$ cat config.mk
export PLATFORM = sky130hd
export DESIGN_NAME = packbits_frame_decoder_top
export DESIGN_NICKNAME = d
export VERILOG_FILES = /design/src/sv/pbfd_pkg.sv /design/src/sv/pbfd_cfg.sv /design/src/sv/pbfd_decode.sv /design/src/sv/packbits_frame_decoder_top.sv
export SDC_FILE = /design/constraint.sdc
export NUM_CORES = 1
export LEC_CHECK = 0
export ABC_CLOCK_PERIOD_IN_PS = 8100
export BUFFER_PORTS_ARGS = -buffer_cell sky130_fd_sc_hd__buf_2
export CORE_ASPECT_RATIO = 0.8
export CORE_MARGIN = 2
export CORE_UTILIZATION = 55
export CTS_BUF_LIST = sky130_fd_sc_hd__clkbuf_8 sky130_fd_sc_hd__clkbuf_16
export CTS_CLUSTER_DIAMETER = 50
export DETAILED_ROUTE_END_ITERATION = 8
export PLACE_DENSITY = 0.73
export SYNTH_ARGS = -nofsm -noshare
export SYNTH_HDL_FRONTEND = slang
export SYNTH_SLANG_ARGS = --single-unit
$ cat constraint.sdc
create_clock -name i_clk -period 8.1 [get_ports i_clk]
set_input_delay 0.405 -clock i_clk [delete_from_list [all_inputs] [get_ports i_clk]]
set_output_delay 0.405 -clock i_clk [all_outputs]
set_load 0.01 [all_outputs]
$ cat src/sv/pbfd_pkg.sv
`timescale 1ns / 1ps

package pbfd_pkg;

    localparam int BYTE_W    = 8;
    localparam int DIM_W     = 13;
    localparam int OFS_W     = 26;
    localparam int CFG_IDX_W = 2;

    // configuration register indexes
    localparam logic [CFG_IDX_W-1:0] CFG_FRAME_WIDTH  = 2'd0;
    localparam logic [CFG_IDX_W-1:0] CFG_FRAME_HEIGHT = 2'd1;

    // decoder phases
    localparam logic [1:0] PH_MARKER  = 2'd0;
    localparam logic [1:0] PH_COUNT   = 2'd1;
    localparam logic [1:0] PH_RUN     = 2'd2;
    localparam logic [1:0] PH_LITERAL = 2'd3;

    localparam logic [BYTE_W-1:0] END_MARK = 8'h45;

    typedef logic [DIM_W-1:0]  t_dim;
    typedef logic [OFS_W-1:0]  t_ofs;
    typedef logic [BYTE_W-1:0] t_byte;

    // one decoded result beat
    typedef struct packed {
        t_byte pixel_value;
        t_byte repeat_count;
        t_ofs  start_offset;
        logic  frame_end;
        logic  overrun;
    } t_result;

endpackage

$ cat src/sv/pbfd_cfg.sv
`timescale 1ns / 1ps

module pbfd_cfg #(
    parameter int MAX_WIDTH  = 4096,
    parameter int MAX_HEIGHT = 4096
) (
    input  logic                            i_clk,
    input  logic                            i_rst_n,
    input  logic                            i_cfg_valid,
    input  logic [pbfd_pkg::CFG_IDX_W-1:0]  i_cfg_index,
    input  logic [pbfd_pkg::DIM_W-1:0]      i_cfg_data,
    output pbfd_pkg::t_ofs                  o_frame_total
);

    pbfd_pkg::t_dim r_width;
    pbfd_pkg::t_dim r_height;
    pbfd_pkg::t_ofs r_dim_prod;
    pbfd_pkg::t_dim w_clamped;
    pbfd_pkg::t_dim h_clamped;
    logic [pbfd_pkg::OFS_W+1:0] w_times3;

    always_ff @(posedge i_clk) begin
        if (!i_rst_n) begin
            r_width  <= pbfd_pkg::DIM_W'(1);
            r_height <= pbfd_pkg::DIM_W'(1);
        end else if (i_cfg_valid) begin
            unique case (i_cfg_index)
                pbfd_pkg::CFG_FRAME_WIDTH:  r_width  <= i_cfg_data;
                pbfd_pkg::CFG_FRAME_HEIGHT: r_height <= i_cfg_data;
                default: ;  // drop writes to unknown indexes
            endcase
        end
    end

    // zero counts as one, oversize clamps to the maximum
    always_comb begin
        if (r_width == '0) begin
            w_clamped = pbfd_pkg::DIM_W'(1);
        end else if (32'(r_width) > MAX_WIDTH) begin
            w_clamped = pbfd_pkg::DIM_W'(MAX_WIDTH);
        end else begin
            w_clamped = r_width;
        end
        if (r_height == '0) begin
            h_clamped = pbfd_pkg::DIM_W'(1);
        end else if (32'(r_height) > MAX_HEIGHT) begin
            h_clamped = pbfd_pkg::DIM_W'(MAX_HEIGHT);
        end else begin
            h_clamped = r_height;
        end
    end

    always_ff @(posedge i_clk) begin
        if (!i_rst_n) begin
            r_dim_prod <= pbfd_pkg::OFS_W'(1);
        end else begin
            r_dim_prod <= pbfd_pkg::OFS_W'(w_clamped) * pbfd_pkg::OFS_W'(h_clamped);
        end
    end

    // three channel planes, saturate at the offset range
    assign w_times3 = {2'b00, r_dim_prod} + {1'b0, r_dim_prod, 1'b0};
    assign o_frame_total = (w_times3[pbfd_pkg::OFS_W+1:pbfd_pkg::OFS_W] != 2'b00)
                         ? '1 : w_times3[pbfd_pkg::OFS_W-1:0];

endmodule

$ cat src/sv/pbfd_decode.sv
`timescale 1ns / 1ps

module pbfd_decode #(
    parameter int MIN_RUN = 3
) (
    input  logic                   i_clk,
    input  logic                   i_rst_n,
    input  logic                   i_in_valid,
    output logic                   o_in_stall,
    input  pbfd_pkg::t_byte        i_stream_byte,
    input  pbfd_pkg::t_ofs         i_frame_total,
    output logic                   o_out_valid,
    input  logic                   i_out_stall,
    output pbfd_pkg::t_result      o_result
);

    logic              r_in_valid;
    pbfd_pkg::t_byte   r_in_byte;
    logic [1:0]        r_phase;
    logic [1:0]        n_phase;
    pbfd_pkg::t_byte   r_pending;
    pbfd_pkg::t_byte   n_pending;
    pbfd_pkg::t_ofs    r_values_done;
    pbfd_pkg::t_ofs    n_values_done;
    pbfd_pkg::t_ofs    r_remaining;
    pbfd_pkg::t_ofs    n_remaining;
    logic              r_out_valid;
    pbfd_pkg::t_result r_out;
    pbfd_pkg::t_result n_out;
    logic              n_emit;
    logic              w_out_free;
    logic              w_fire;
    logic              w_in_accept;
    pbfd_pkg::t_byte   w_rep;
    pbfd_pkg::t_byte   w_left;
    logic              w_clip;

    assign w_out_free  = !r_out_valid || !i_out_stall;
    assign w_fire      = r_in_valid && w_out_free;
    assign o_in_stall  = r_in_valid && !w_out_free;
    assign w_in_accept = i_in_valid && !o_in_stall;

    always_ff @(posedge i_clk) begin
        if (!i_rst_n) begin
            r_in_valid <= 1'b0;
        end else if (w_in_accept) begin
            r_in_valid <= 1'b1;
        end else if (w_fire) begin
            r_in_valid <= 1'b0;
        end
    end

    always_ff @(posedge i_clk) begin
        if (w_in_accept) begin
            r_in_byte <= i_stream_byte;
        end
    end

    assign w_clip = pbfd_pkg::OFS_W'(r_pending) > r_remaining;
    assign w_rep  = w_clip ? r_remaining[pbfd_pkg::BYTE_W-1:0] : r_pending;
    assign w_left = (r_pending != '0) ? r_pending - 8'd1 : 8'd0;

    always_comb begin
        n_phase       = r_phase;
        n_pending     = r_pending;
        n_values_done = r_values_done;
        n_remaining   = r_remaining;
        n_emit        = 1'b0;
        n_out.pixel_value  = r_in_byte;
        n_out.repeat_count = 8'd1;
        n_out.start_offset = r_values_done;
        n_out.frame_end    = 1'b0;
        n_out.overrun      = 1'b0;
        unique case (r_phase)
            pbfd_pkg::PH_MARKER: begin
                if (r_in_byte != pbfd_pkg::END_MARK) begin
                    n_remaining   = i_frame_total;
                    n_values_done = '0;
                    n_pending     = '0;
                    n_phase       = pbfd_pkg::PH_COUNT;
                end
            end
            pbfd_pkg::PH_COUNT: begin
                if (r_in_byte[pbfd_pkg::BYTE_W-1]) begin
                    n_pending = 8'(MIN_RUN - 1) + (8'd0 - r_in_byte);
                    n_phase   = pbfd_pkg::PH_RUN;
                end else begin
                    n_pending = r_in_byte + 8'd1;
                    n_phase   = pbfd_pkg::PH_LITERAL;
                end
            end
            pbfd_pkg::PH_RUN: begin
                n_pending = '0;
                if (r_remaining == '0) begin
                    n_phase = pbfd_pkg::PH_MARKER;
                end else begin
                    n_emit             = 1'b1;
                    n_out.repeat_count = w_rep;
                    n_out.overrun      = w_clip;
                    n_out.frame_end    = pbfd_pkg::OFS_W'(w_rep) == r_remaining;
                    n_values_done      = r_values_done + pbfd_pkg::OFS_W'(w_rep);
                    n_remaining        = r_remaining - pbfd_pkg::OFS_W'(w_rep);
                    n_phase = n_out.frame_end ? pbfd_pkg::PH_MARKER : pbfd_pkg::PH_COUNT;
                end
            end
            pbfd_pkg::PH_LITERAL: begin
                n_pending = w_left;
                if (r_remaining == '0) begin
                    // past frame end: consume the rest of the block silently
                    if (w_left == '0) begin
                        n_phase = pbfd_pkg::PH_MARKER;
                    end
                end else begin
                    n_emit          = 1'b1;
                    n_out.frame_end = r_remaining == pbfd_pkg::OFS_W'(1);
                    n_out.overrun   = n_out.frame_end && (w_left != '0);
                    n_values_done   = r_values_done + pbfd_pkg::OFS_W'(1);
                    n_remaining     = r_remaining - pbfd_pkg::OFS_W'(1);
                    if (w_left == '0) begin
                        n_phase = n_out.frame_end ? pbfd_pkg::PH_MARKER
                                                  : pbfd_pkg::PH_COUNT;
                    end
                end
            end
            default: ;
        endcase
    end

    always_ff @(posedge i_clk) begin
        if (!i_rst_n) begin
            r_phase       <= pbfd_pkg::PH_MARKER;
            r_pending     <= '0;
            r_values_done <= '0;
            r_remaining   <= pbfd_pkg::OFS_W'(3);
        end else if (w_fire) begin
            r_phase       <= n_phase;
            r_pending     <= n_pending;
            r_values_done <= n_values_done;
            r_remaining   <= n_remaining;
        end
    end

    always_ff @(posedge i_clk) begin
        if (!i_rst_n) begin
            r_out_valid <= 1'b0;
        end else if (w_out_free) begin
            r_out_valid <= w_fire && n_emit;
        end
    end

    always_ff @(posedge i_clk) begin
        if (w_fire && n_emit) begin
            r_out <= n_out;
        end
    end

    assign o_out_valid = r_out_valid;
    assign o_result    = r_out;

endmodule

$ cat src/sv/packbits_frame_decoder_top.sv
`timescale 1ns / 1ps

// PackBits frame decoder.
//
// Input channel: one compressed byte per beat on i_stream_byte, qualified by
// i_in_valid and held off by o_in_stall. Between frames a marker byte opens
// a frame of width * height * 3 channel values ('E' is skipped). Inside a
// frame, count bytes select a repeated value or a block of literal bytes.
// Output channel: one beat per decoded value, carrying the value, how many
// positions it fills, its frame offset, and frame-end / overrun flags.
// Count and marker bytes produce no output beat.
// Configuration: frame_width (index 0) and frame_height (index 1) are written
// over i_cfg_valid / i_cfg_index / i_cfg_data; o_cfg_ready is always high.
// A new size takes effect when the next frame opens.
// Pipeline: an accepted byte is held in the input register, and its result
// is then written to the result register. Throughput: one byte per cycle
// while the receiver does not stall; a single input register and a single
// result register bound the pipeline.
// Stall: while i_out_stall holds a result, the next byte still enters the
// input register; further bytes are stalled until the result is taken.
// Reset (synchronous, active low): waits for a marker, size 1 x 1, no beats.

module packbits_frame_decoder_top #(
    parameter int MAX_WIDTH  = 4096,
    parameter int MAX_HEIGHT = 4096,
    parameter int MIN_RUN    = 3
) (
    input  logic                            i_clk,
    input  logic                            i_rst_n,
    input  logic                            i_in_valid,
    output logic                            o_in_stall,
    input  logic [7:0]                      i_stream_byte,
    output logic                            o_out_valid,
    input  logic                            i_out_stall,
    output logic [7:0]                      o_pixel_value,
    output logic [7:0]                      o_repeat_count,
    output logic [25:0]                     o_start_offset,
    output logic                            o_frame_end,
    output logic                            o_overrun,
    input  logic                            i_cfg_valid,
    output logic                            o_cfg_ready,
    input  logic [pbfd_pkg::CFG_IDX_W-1:0]  i_cfg_index,
    input  logic [12:0]                     i_cfg_data
);

    pbfd_pkg::t_ofs    w_frame_total;
    pbfd_pkg::t_result w_result;

    // configuration is always taken
    assign o_cfg_ready = 1'b1;

    pbfd_cfg #(
        .MAX_WIDTH  (MAX_WIDTH),
        .MAX_HEIGHT (MAX_HEIGHT)
    ) u_cfg (
        .i_clk         (i_clk),
        .i_rst_n       (i_rst_n),
        .i_cfg_valid   (i_cfg_valid),
        .i_cfg_index   (i_cfg_index),
        .i_cfg_data    (i_cfg_data),
        .o_frame_total (w_frame_total)
    );

    pbfd_decode #(
        .MIN_RUN (MIN_RUN)
    ) u_decode (
        .i_clk         (i_clk),
        .i_rst_n       (i_rst_n),
        .i_in_valid    (i_in_valid),
        .o_in_stall    (o_in_stall),
        .i_stream_byte (i_stream_byte),
        .i_frame_total (w_frame_total),
        .o_out_valid   (o_out_valid),
        .i_out_stall   (i_out_stall),
        .o_result      (w_result)
    );

    // unpack the result beat onto its ports
    assign o_pixel_value  = w_result.pixel_value;
    assign o_repeat_count = w_result.repeat_count;
    assign o_start_offset = w_result.start_offset;
    assign o_frame_end    = w_result.frame_end;
    assign o_overrun      = w_result.overrun;

`ifndef SYNTHESIS
    // a clipped run or literal always ends the frame
    a_overrun_ends_frame: assert property (@(posedge i_clk) disable iff (!i_rst_n)
        o_out_valid && o_overrun |-> o_frame_end)
        else $error("overrun beat without frame end");

    // every result beat fills at least one position
    a_repeat_nonzero: assert property (@(posedge i_clk) disable iff (!i_rst_n)
        o_out_valid |-> o_repeat_count != 8'd0)
        else $error("result beat with zero repeat count");

    // reset clears the result valid flag
    a_reset_clears_out: assert property (@(posedge i_clk)
        !i_rst_n |=> !o_out_valid)
        else $error("result beat right after reset");
`endif

endmodule

==> results of run 1 <==
## metrics by stage
step	cells	worst slack (ns)
2_1_floorplan	1778	2.062
3_3_place_gp	2158	1.918
3_5_place_dp	2158	1.740
4_1_cts	2190	1.708
5_1_grt	2190	1.155
6_report	2190	1.637
## layer usage
metal	GRT usage [%]	part of all wire [%]
met5	0	0
met2	38.95	42
met4	6.866	1.7
met3	5.573	7.5
met1	40.79	49
## layout make-up
cell class,instances,area share [%]
Multi-Input combinational cell,1323,61.90
Sequential cell,168,23.68
Inverter,211,4.845
Timing Repair Buffer,92,3.098
Tap cell,364,2.777
Clock buffer,17,2.594
Clock inverter,15,1.099
## flip-flops by register name, summed over array words and instances (netlist names), 2 cells and up
register,count
u_decode.o_result,44
u_cfg.r_dim_prod,26
u_decode.r_remaining,26
u_decode.r_values_done,26
u_cfg.r_height,13
u_cfg.r_width,13
u_decode.r_in_byte,8
u_decode.r_pending,8
u_decode.r_phase,2
## cells by family after synthesis
| kind of cell | Yosys count | share of synthesized area (%) |
|---|---|---|
| AOI/OAI and AO/OA | 327 | 14.02 |
| xor gates and xnor gates | 77 | 4.453 |
| adders and majority gates | 252 | 26.97 |
| buffers and inverters | 287 | 7.320 |
| DFF | 168 | 25.65 |
| muxes | 24 | 1.595 |
| other | 1 | 0.02476 |
| and+or+nand+nor | 642 | 19.97 |
## cell usage after synthesis (all sizes together), types with 5 or more instances
cell type / instances
nand2: 249
inv: 210
nor2: 152
ha: 128
fa: 124
dfxtp: 116
a21oi: 113
o21ai: 62
clkbuf: 55
edfxtp: 52
xnor2: 52
nand3: 43
nor3: 37
nor2b: 34
a21o: 26
and2: 25
xor2: 25
mux2i: 23
buf: 21
o211ai: 21
nand2b: 19
nor4: 19
a211oi: 17
and3: 12
o221ai: 11
or3: 11
a31oi: 10
nand4: 9
o21a: 9
o31ai: 9
and4: 6
nor3b: 6
o2111ai: 6
o21bai: 5
o31a: 5
or2: 5
## worst register-to-register path, cell delays in order (launching register included)
cell	delay [ns]
dfxtp_1	0.35
clkinv_1	0.43
o21ai_1	0.60
inv_1	0.21
nand2_1	0.18
fa_1	0.44
fa_1	0.55
inv_1	0.06
fa_1	0.50
fa_1	0.55
inv_1	0.05
fa_1	0.53
inv_1	0.05
ha_1	0.32
a21o_1	0.19
a21o_1	0.17
a21oi_1	0.15
o21ai_0	0.21
a31oi_1	0.30
a21oi_1	0.15
a31oi_1	0.22
mux2i_1	0.19
## how the worst min path moves through the flow
stage	startpoint	endpoint
after floorplan	u_decode.r_values_done[25]	u_decode.o_result[27]
after global placement	u_decode.r_values_done[25]	u_decode.o_result[27]
after detailed placement	u_decode.r_values_done[25]	u_decode.o_result[27]
after CTS	i_stream_byte[6]	u_decode.r_in_byte[6]
after global routing	i_stream_byte[4]	u_decode.r_in_byte[4]
final	i_stream_byte[6]	u_decode.r_in_byte[6]
## power by group through the flow
stage,combinational [mW],sequential (mW),clock [mW]
6_report,0.350,0.918,0.849
5_1_grt,0.387,0.921,0.898
4_1_cts,0.343,0.917,0.860
3_5_place_dp,0.340,0.936,0
3_3_place_gp,0.334,0.935,0
2_1_floorplan,0.264,0.922,0
==> flow_summary.ini, run 1 <==
[synth]
synth_fp_nets = 2058
synth_area_per_cell_um2 = 8.517
synth_area_um2 = 15140
synth-seq-cells = 168
synth_cells = 1778
synth_flop_cell = dfxtp_1
yosys.area.top_type = fa_1
yosysWarnings = 0
ys_async_sr_fraction_pct = 0
synth_edf_count = 52
yosysUniqueCellTypes = 75
synth_top_cell_area_share_pct = 16.39
seq_area_frac_synth_pct = 25.65
synth_area_leaders = fa_1 16%, dfxtp_1 15%, ha_1 11%

[pwr]
p_sw_share_pct = 31.31
power.internal_mw = 1.454
p_sw_mw = 0.6627
p_total_mw = 2.117
clock_power_share_pct = 40.1
p_seq_share_pct = 43.4
combinationalPowerShare_pct = 16.5
irDropWorstVdd_mv = 0.1522
p_leak_nw = 7.226
p_per_area_nw_per_um2 = 129.1

[layout]
multi_input_area_um2 = 10150
regArea_um2 = 3884
area_growth_pct = 8.287
final.fill_count = 2413
design_area_um2 = 16400
layout_commonest_cell = nand2_1
final_util_pct = 60.37
drive_above_1_share_pct = 8.160
final_cell_mix = 249 x nand2_1, 208 x inv_1, 150 x nor2_1
diodes = 0
final_nets = 2093

[clock_tree]
cts_max_level = 4
post_cts_buffers = 0
clk_pin_slew_ns = 0.07
ctsRootBufferMaster = clkbuf_16
clockBufferDepth = 2
cts_made_buffers = 17
clk_latency_ns = 0.45
cts_tree = yes
cts_resized = 0
cts_sinks = 168
hold_buffers = 0

[worst_setup_path]
slowest_stage = o21ai_1
rrSetupSlack_ns = 1.64
timing.rr.start = u_cfg.r_width[12]
r2r_cells = 21
cpPeakStageDelay_ns = 0.59
cp_common_cell = fa_1
critPathLaunch = u_cfg.r_width[12]
crit_family = adder cells
crit_end = u_cfg.r_dim_prod[25]
cp_num_cells = 21
worstSetupPathType = flop to flop
path_cells = clkinv_1, o21ai_1, inv_1, nand2_1, fa_1, fa_1, inv_1, fa_1, fa_1, inv_1, fa_1, inv_1, ha_1, a21o_1, a21o_1, a21oi_1, o21ai_0, a31oi_1, a21oi_1, a31oi_1, mux2i_1
crit_buf_inv = 5
path_max_fanout = 17
arrival_ns = 6.83
worstSetupEndpointType = flop
regToRegEndpoint = u_cfg.r_dim_prod[25]
worstPathRequired_ns = 8.47
start_kind = flop

[sta]
rsz0062_at_grt = false
setup_viol = 0
holdWs_ns = 0.1319
slew_violations = 0
fin_crit_sh_pct = 79.79
finalCriticalPeriod_ns = 6.463
hold_viol = 0
fin_skew_ns = 0.01289
clock.fmax_mhz = 154.7
slew_headroom_pct = 36.19
tns_ns = 0
worstMarginPinSlew_ns = 0.9551

[drt]
dr.pass1.iters = 5
via_per_inst = 5.745
drcViolationCount = 0
wl_per_cell_um = 17.52
routed_wl_mm = 38.37
drt_iter0_drc = 964
vias = 12580
ant_nets = 0

[die]
dieArea_um2 = 28880
rows = 54
die_h_um = 152.4
start_util_pct = 55.75
die_w_um = 189.5
ios = 75
coreArea_um2 = 27160

[run_status]
status = completed

[global_route]
grt_pass1_vias = 12040
grt_use_total_pct = 26.87
antenna_found_initial = 0
grt_pass1_wl_mm = 62.04
grt_max_degree = 61
grt_overflow = 0

[min_path]
min_path_cells = 1
hp-class = primary input to flop

[placement]
gp_congestion = 0.9446
place_area_um2 = 15790
dp_hpwl_mm = 29.34
port-buffer-count = 73

[job]
maxCapViolCount = 0
Power figures use the tool's default switching activity.
==> run 2: changes to the inputs <==
Settings changed: ABC_CLOCK_PERIOD_IN_PS 8100 to 5500, PLACE_DENSITY 0.73 to 0.76.
Clock period 8.1 ns to 5.5 ns, I/O delays scaled along.
==> flow_summary.ini, run 2 (synthesized netlist as in run 1, its figures left out) <==
[worst_setup_path]
path_cells = buf_4, buf_4, nor2b_1, nand2_1, fa_1, inv_1, ha_1, fa_1, fa_1, inv_1, fa_1, inv_2, ha_4, a21o_1, a21oi_2, nor3_1, nor2_1, o211ai_1, buf_4, a41oi_2, xor2_1, nor2_1
path_max_fanout = 15
crit_buf_inv = 6
crit_family = adder cells
rrSetupSlack_ns = 0.09
start_kind = flop
cp_common_cell = fa_1
worstSetupEndpointType = flop
worstSetupPathType = flop to flop
slowest_stage = fa_1
arrival_ns = 5.71
cpPeakStageDelay_ns = 0.60
worstPathRequired_ns = 5.80

[sta]
rsz0062_at_grt = true
worstMarginPinSlew_ns = 1.175
fin_crit_sh_pct = 98.36
hold_viol = 0
setup_viol = 0
tns_ns = 0
fin_skew_ns = 0.01545
holdWs_ns = 0.004197
slew_violations = 0
clock.fmax_mhz = 184.8
slew_headroom_pct = 21.61
finalCriticalPeriod_ns = 5.410

[global_route]
use_met3_pct = 5.527
grt_pass1_vias = 12950
met2_usage_pct = 43.55
grt_pass1_wl_mm = 66.26
grt_use_met1_pct = 41.56
grt_overflow = 0
grt_use_total_pct = 28.57
antenna_found_initial = 0
grt_max_degree = 61
grt_busiest_layer = met2

[placement]
gp_congestion = 0.9533
port-buffer-count = 73
dp_hpwl_mm = 31.77

[run_status]
status = completed

[drt]
wl_per_cell_um = 18.04
via_per_inst = 5.830
ant_nets = 0
routed_wl_mm = 41.70
dr.pass1.iters = 5
vias = 13480
drcViolationCount = 0
drt_iter0_drc = 1314

[layout]
diodes = 0
largest_register_ffs = 44
drive_above_1_share_pct = 18.38
final_util_pct = 65.72
layout_commonest_cell = nand2_1
area_growth_pct = 17.87
final_nets = 2215
final_cell_mix = 243 x nand2_1, 198 x inv_1, 144 x nor2_1

[die]
start_util_pct = 55.75
rows = 54
die_h_um = 152.4
coreArea_um2 = 27160
die_w_um = 189.5
ios = 75
dieArea_um2 = 28880

[clock_tree]
cts_sinks = 168
clockBufferDepth = 2
cts_max_level = 4
clk_pin_slew_ns = 0.08
cts_tree = yes
ctsRootBufferMaster = clkbuf_16
cts_made_buffers = 17
clk_latency_ns = 0.45

[pwr]
p_per_area_nw_per_um2 = 178.8
irDropWorstVdd_mv = 0.3069
p_leak_nw = 7.851
p_total_mw = 3.192

[min_path]
hp-class = primary input to flop

[job]
maxCapViolCount = 0
[run 2: path summary, 6_finish.rpt]
path,from,endpoint,cells past startpoint
max,u_cfg.r_height[12],u_cfg.r_dim_prod[24],22
min,i_stream_byte[3],u_decode.r_in_byte[3],1
max reg2reg,u_cfg.r_height[12],u_cfg.r_dim_prod[24],22
min reg2reg,u_decode.r_values_done[6],u_decode.o_result[8],0
[run 2: through the flow]
stage          cells  area (um2)  setup slack [ns]
6_report        2312       17850           0.09017
3_5_place_dp    2251       16520           -0.2847
3_3_place_gp    2251       16520           -0.1678
4_1_cts         2294       17350          0.002498
2_1_floorplan   1778       15170          0.007052
5_1_grt         2312       17850           -0.1286
[run 2: timing repair]
| action | CTS | global route |
|---|---|---|
| buffers inserted | 7 | 18 |
| gates cloned | 0 | 0 |
| hold buffers | 4 | 1 |
| endpoints found under the hold margin | 4 | 1 |
| pin swaps | 29 | 59 |
| endpoints found under the setup margin | 10 | 14 |
| gates resized for setup | 22 | 85 |
[run 2: final cells by class]
cell class	count	area, um2
tap	364	455.4
multi-input combinational	1323	10600
clock buffer	17	425.4
fill	2253	9311
sequential	168	3896
timing repair buffer	214	1468
inverter	211	802.0
clock inverter	15	201.4
[run 2: power breakdown]
part	leakage, nW	switching, mW	internal [mW]	total, mW
combinational	6.06	0.371	0.241	0.612
clock	0.299	0.609	0.620	1.23
sequential	1.49	0.0465	1.30	1.35
[run 2: metal layers]
metal	wire length, um	vias up
li1	-	6317
met1	18590	6455
met2	18580	641
met3	3677	65
met4	852	0
met5	0	-
